===== src/design/pmd_pkg.sv =====
`timescale 1ns / 1ps
// ----------------------------------------------------------------------------
// pmd_pkg
// Field widths, opcodes, controller states and the command and status
// bundles shared by the spanning tree controller and datapath.
// ----------------------------------------------------------------------------
package pmd_pkg;

    localparam int OPCODE_W  = 2;
    localparam int NODE_W    = 7;
    localparam int WEIGHT_W  = 16;
    localparam int CFG_W     = 7;
    localparam int S_TDATA_W = 32;
    localparam int M_TDATA_W = 16;

    localparam logic [CFG_W-1:0] NODE_COUNT_RST = 7'd64;

    typedef enum logic [OPCODE_W-1:0] {
        OP_CLEAR = 2'd0,
        OP_ADD   = 2'd1,
        OP_SOLVE = 2'd2
    } opcode_t;

    typedef enum logic [3:0] {
        ST_CLEAR,
        ST_IDLE,
        ST_EDGE_RD,
        ST_EDGE_CMP,
        ST_EDGE_WR2,
        ST_SWEEP,
        ST_DRAIN,
        ST_DECIDE,
        ST_EMIT_RD,
        ST_EMIT_OUT
    } state_t;

    typedef struct packed {
        logic load_in;
        logic clr_wr;
        logic edge_rd;
        logic wr_ab;
        logic wr_ba;
        logic solve_start;
        logic sweep_rd;
        logic round_next;
        logic emit_start;
        logic emit_rd;
        logic emit_next;
    } cmd_t;

    typedef struct packed {
        opcode_t opcode;
        logic    ep_ok;
        logic    edge_better;
        logic    clr_done;
        logic    cnt_last;
        logic    round_last;
        logic    found;
        logic    one_node;
    } sts_t;

endpackage


===== src/design/pmd_ctrl.sv =====
`timescale 1ns / 1ps
// ----------------------------------------------------------------------------
// pmd_ctrl
// Sequencer for matrix clearing, edge insertion, Prim rounds and emission.
// ----------------------------------------------------------------------------
module pmd_ctrl (
    input  logic          clk,
    input  logic          rst_n,
    input  logic          s_tvalid,
    output logic          s_tready,
    output logic          m_tvalid,
    input  logic          m_tready,
    input  pmd_pkg::sts_t sts,
    output pmd_pkg::cmd_t cmd
);
    import pmd_pkg::*;

    state_t state_reg;
    state_t state_next;

    always_ff @(posedge clk or negedge rst_n)
    begin
        if (!rst_n)
        begin
            state_reg <= ST_CLEAR;
        end
        else
        begin
            state_reg <= state_next;
        end
    end

    always_comb
    begin
        state_next = state_reg;
        cmd        = '0;
        s_tready   = 1'b0;
        m_tvalid   = 1'b0;
        case (state_reg)
            ST_CLEAR:
            begin
                cmd.clr_wr = 1'b1;
                if (sts.clr_done)
                begin
                    state_next = ST_IDLE;
                end
            end
            ST_IDLE:
            begin
                s_tready = 1'b1;
                if (s_tvalid)
                begin
                    cmd.load_in = 1'b1;
                    case (sts.opcode)
                        OP_CLEAR: state_next = ST_CLEAR;
                        OP_ADD:
                        begin
                            if (sts.ep_ok)
                            begin
                                state_next = ST_EDGE_RD;
                            end
                        end
                        OP_SOLVE:
                        begin
                            cmd.solve_start = 1'b1;
                            if (!sts.one_node)
                            begin
                                state_next = ST_SWEEP;
                            end
                        end
                        default: state_next = ST_IDLE;
                    endcase
                end
            end
            ST_EDGE_RD:
            begin
                cmd.edge_rd = 1'b1;
                state_next  = ST_EDGE_CMP;
            end
            ST_EDGE_CMP:
            begin
                if (sts.edge_better)
                begin
                    cmd.wr_ab  = 1'b1;
                    state_next = ST_EDGE_WR2;
                end
                else
                begin
                    state_next = ST_IDLE;
                end
            end
            ST_EDGE_WR2:
            begin
                cmd.wr_ba  = 1'b1;
                state_next = ST_IDLE;
            end
            ST_SWEEP:
            begin
                cmd.sweep_rd = 1'b1;
                if (sts.cnt_last)
                begin
                    state_next = ST_DRAIN;
                end
            end
            ST_DRAIN:
            begin
                state_next = ST_DECIDE;
            end
            ST_DECIDE:
            begin
                if (sts.round_last || !sts.found)
                begin
                    cmd.emit_start = 1'b1;
                    state_next     = ST_EMIT_RD;
                end
                else
                begin
                    cmd.round_next = 1'b1;
                    state_next     = ST_SWEEP;
                end
            end
            ST_EMIT_RD:
            begin
                cmd.emit_rd = 1'b1;
                state_next  = ST_EMIT_OUT;
            end
            ST_EMIT_OUT:
            begin
                m_tvalid = 1'b1;
                if (m_tready)
                begin
                    if (sts.cnt_last)
                    begin
                        state_next = ST_IDLE;
                    end
                    else
                    begin
                        cmd.emit_next = 1'b1;
                        state_next    = ST_EMIT_RD;
                    end
                end
            end
            default: state_next = ST_CLEAR;
        endcase
    end

endmodule


===== config.mk =====
export PLATFORM = sky130hd
export DESIGN_NAME = pmd_ctrl
export DESIGN_NICKNAME = d
export VERILOG_FILES = /design/src/design/pmd_pkg.sv /design/src/design/pmd_ctrl.sv
export SDC_FILE = /design/constraint.sdc
export NUM_CORES = 1
export LEC_CHECK = 0
export BUFFER_PORTS_ARGS = -buffer_cell sky130_fd_sc_hd__buf_2
export CORE_AREA = 3 3 40 42
export CTS_CLUSTER_SIZE = 12
export DETAILED_ROUTE_END_ITERATION = 8
export DIE_AREA = 0 0 43 45
export PLACE_DENSITY = 0.65
export SLEW_MARGIN = 20
export SYNTH_ARGS = -nofsm -noshare
export SYNTH_HDL_FRONTEND = slang
export SYNTH_SLANG_ARGS = --single-unit
export TNS_END_PERCENT = 5

===== constraint.sdc =====
create_clock -name clk -period 2.3 [get_ports clk]
set_input_delay 0.115 -clock clk [delete_from_list [all_inputs] [get_ports clk]]
set_output_delay 0.115 -clock clk [all_outputs]
set_load 0.005 [all_outputs]

==> metrics.json <==
{
  "p_leak": {"value": 0.326, "unit": "nW"},
  "synth_ff_type": {"value": "dfrtp_1"},
  "grt_overflow_total": {"value": 0},
  "cts_tree": {"value": "built"},
  "number_of_global_route_vias_before_repair": {"value": 473},
  "timing.final.hold_violations": {"value": 0},
  "drv_slew": {"value": 0},
  "synth.cells.most_frequent": {"value": "nor2_1, nor3_1, dfrtp_1, nand2_1"},
  "final-setup-viol-count": {"value": 0},
  "route.final.wire_length": {"value": 1.28, "unit": "mm"},
  "final_net_count": {"value": 96},
  "floorplan.core_area": {"value": 1280, "unit": "µm²"},
  "setup.worst_path.start_class": {"value": "flop"},
  "height_of_the_chip": {"value": 45, "unit": "µm"},
  "post_cts.repair.setup_buffers": {"value": 0},
  "cts-root-to-sink-buffers": {"value": 2},
  "drtAntennaViolNets": {"value": 0},
  "met1Wirelength": {"value": 582, "unit": "µm"},
  "insertedDiodeCount": {"value": 0},
  "critical_path.max_stage_delay": {"value": 0.59, "unit": "ns"},
  "run_status": {"value": "completed"},
  "cp_slowest_cell": {"value": "dfrtp_1"},
  "fmax": {"value": 0.532, "unit": "GHz"},
  "slew_headroom": {"value": 71.4, "unit": "%"},
  "power_density": {"value": 946, "unit": "nW/µm²"},
  "grt_setup_unrepaired": {"value": "no"},
  "root_buffer": {"value": "clkbuf_4"},
  "cp_data_arrival_time": {"value": 1.99, "unit": "ns"},
  "drt_iter0_markers": {"value": 17},
  "detailroute.wirelength.met2": {"value": 634, "unit": "µm"},
  "grt_antenna_before_repair": {"value": 0},
  "layout_min_cycle_time": {"value": 1.88, "unit": "ns"},
  "cts-buffers-inserted": {"value": 3},
  "peakVddDrop": {"value": 0.000393, "unit": "V"},
  "synth_edf_count": {"value": 0},
  "routed_wire_length_per_instance": {"value": 13.4, "unit": "µm"},
  "clk_latency": {"value": 0.23, "unit": "ns"},
  "die_width": {"value": 43, "unit": "µm"},
  "finish.utilization": {"value": 48.5, "unit": "%"},
  "numPortBuffers": {"value": 25},
  "wl_met3": {"value": 66, "unit": "µm"},
  "synth_top_area_share": {"value": 20.9, "unit": "%"},
  "whs": {"value": 0.175, "unit": "ns"},
  "final.period_utilization": {"value": 81.7, "unit": "%"},
  "layout_area_growth_over_synthesis": {"value": 30.0, "unit": "%"},
  "synth_top_cell_by_area": {"value": "dfrtp_1"},
  "synthesis.nets": {"value": 69},
  "routed-via-count": {"value": 524},
  "max-cap-violations": {"value": 0},
  "gp_routability_congestion": {"value": 0.862},
  "synth.yosys.warnings": {"value": 0},
  "fp.dieArea": {"value": 1940, "unit": "µm²"},
  "drcViolationCount": {"value": 0},
  "worst_clock_skew": {"value": 0.000165, "unit": "ns"},
  "first_pass_grt_wire_length": {"value": 1.99, "unit": "mm"},
  "vias_per_cell": {"value": 5.46},
  "clkSlewWorstSetupHoldPaths": {"value": 0.04, "unit": "ns"},
  "synth_area_leaders": {"value": "dfrtp_1, nor3_1, nor4b_4"},
  "path_class": {"value": "reg2reg"},
  "timing.setup.tns": {"value": 0, "unit": "ns"},
  "detailed_place_hpwl": {"value": 1.06, "unit": "mm"},
  "io-pin-count": {"value": 26},
  "cp_cell_sequence": {"value": "mux2_2 -> or3_1 -> o2111ai_2 -> mux2_1"},
  "synth_area_per_cell": {"value": 8.56, "unit": "µm²"},
  "tightest_hold_check_type": {"value": "in2reg"},
  "top_layer": {"value": "met3"},
  "post_synthesis_cell_area": {"value": 479, "unit": "µm²"},
  "worstSetupEndpointType": {"value": "flop"},
  "worstMarginPinSlew": {"value": 0.429, "unit": "ns"},
  "yosysUniqueCellTypes": {"value": 32},
  "seq_area_frac_synth": {"value": 20.9, "unit": "%"},
  "yosys_register_bits": {"value": 4},
  "flip_flop_count_of_the_largest_register_all_copies_and_words_added": {"value": 4},
  "critical_path_required": {"value": 2.41, "unit": "ns"},
  "core.rowCount": {"value": 13},
  "number_of_cells_upsized_or_downsized_after_cts": {"value": 0},
  "gr-usage-all-layers": {"value": 13.4, "unit": "%"},
  "maximum_number_of_pins_on_one_net_before_global_route_repair": {"value": 13},
  "drt-pass1-iter-count": {"value": 4},
  "drive_above_1_share": {"value": 45.7, "unit": "%"},
  "ffs_w_async_s_r_synth": {"value": 100, "unit": "%"},
  "numClockSinks": {"value": 4},
  "cp_max_fo": {"value": 12},
  "h-tree-depth": {"value": 1},
  "synthCells": {"value": 56},
  "initial_util": {"value": 37.3, "unit": "%"}
}
-- kinds of logic (layout without fill, tap and decap cells) --
logic type             count (synthesis)  in the layout  synth area share (%)
AOI/OAI and AO/OA                     11             11                  19.3
buffers and inverters                  6             31                  8.36
DFF                                    4              4                  20.9
muxes                                  4              4                  8.88
and+or+nand+nor                       31             31                  42.6
-- cell usage in the layout (no fill, tap or decap), types with 2 or more instances in the layout --
cell type  Yosys  final
nand2b_1       2      2
or2_2          2      2
a311oi_1       2      2
dfrtp_1        4      4
nor2_1         5      5
nand2_1        4      4
buf_2          2     25
and3b_1        2      2
nor3_1         5      5
clkbuf_4       0      3
nor2b_1        2      2
a21oi_1        2      2
mux2i_1        2      2
inv_1          2      2
-- path summary, 6_finish.rpt --
check,start,to,slack (ns),depth (start not counted)
worst max-delay path,state_reg[3]$_DFFE_PN0P_,state_reg[0]$_DFFE_PN0P_,0.42,4
worst min register to register,state_reg[0]$_DFFE_PN0P_,state_reg[0]$_DFFE_PN0P_,0.77,1
min in group asynchronous,rst_n,state_reg[2]$_DFFE_PN0P_,0.22,2
worst min-delay path,sts[3],state_reg[2]$_DFFE_PN0P_,0.17,2
worst max register to register,state_reg[3]$_DFFE_PN0P_,state_reg[0]$_DFFE_PN0P_,0.42,4
max in group asynchronous,rst_n,state_reg[1]$_DFFE_PN0P_,1.96,2
-- critical path, delay by kind of cell (launching register included) --
family | cells | cell delay [ns]
flip-flops | 1 | 0.59
AND/OR/NAND/NOR | 1 | 0.32
AO/OA/AOI/OAI | 1 | 0.12
multiplexers | 2 | 0.73
-- power breakdown --
| group | total (mW) | internal, mW | switching [mW] |
|---|---|---|---|
| combinational | 0.338 | 0.182 | 0.157 |
| clock | 0.0848 | 0.0582 | 0.0265 |
| sequential | 0.167 | 0.0938 | 0.0728 |
| total | 0.589 | 0.334 | 0.256 |
-- cell type report --
class                           instances  area [µm²]
Sequential cell                         4         100
Timing Repair Buffer                   26         135
Fill cell                             129         662
Clock buffer                            3        22.5
Tap cell                               15        18.8
Inverter                                2        7.51
Multi-Input combinational cell         46         339
-- stage by stage --
| step | total power, mW | setup slack, ns | area, µm² | std cells |
|---|---|---|---|---|
| 2_1_floorplan | 0.426 | 0.627 | 479 | 56 |
| 4_1_cts | 0.594 | 0.421 | 623 | 96 |
| 6_report | 0.589 | 0.420 | 623 | 96 |
| 5_1_grt | 0.639 | 0.321 | 623 | 96 |
| 3_3_place_gp | 0.506 | 0.460 | 591 | 92 |
| 3_5_place_dp | 0.506 | 0.439 | 591 | 92 |
-- layer usage --
layer / global-route usage, % / vias up
met5: 0 / -
met1: 16.7 / 245
met2: 23.1 / 14
met4: 3.61 / 0
li1: - / 265
met3: 3.59 / 0
-- repair_timing --
item | CTS | global route
endpoints found under the hold margin | 4 | 0
hold buffers | 1 | 0
endpoints found under the setup margin | 0 | 0
No activity file was read; power rests on OpenSTA's default activity.
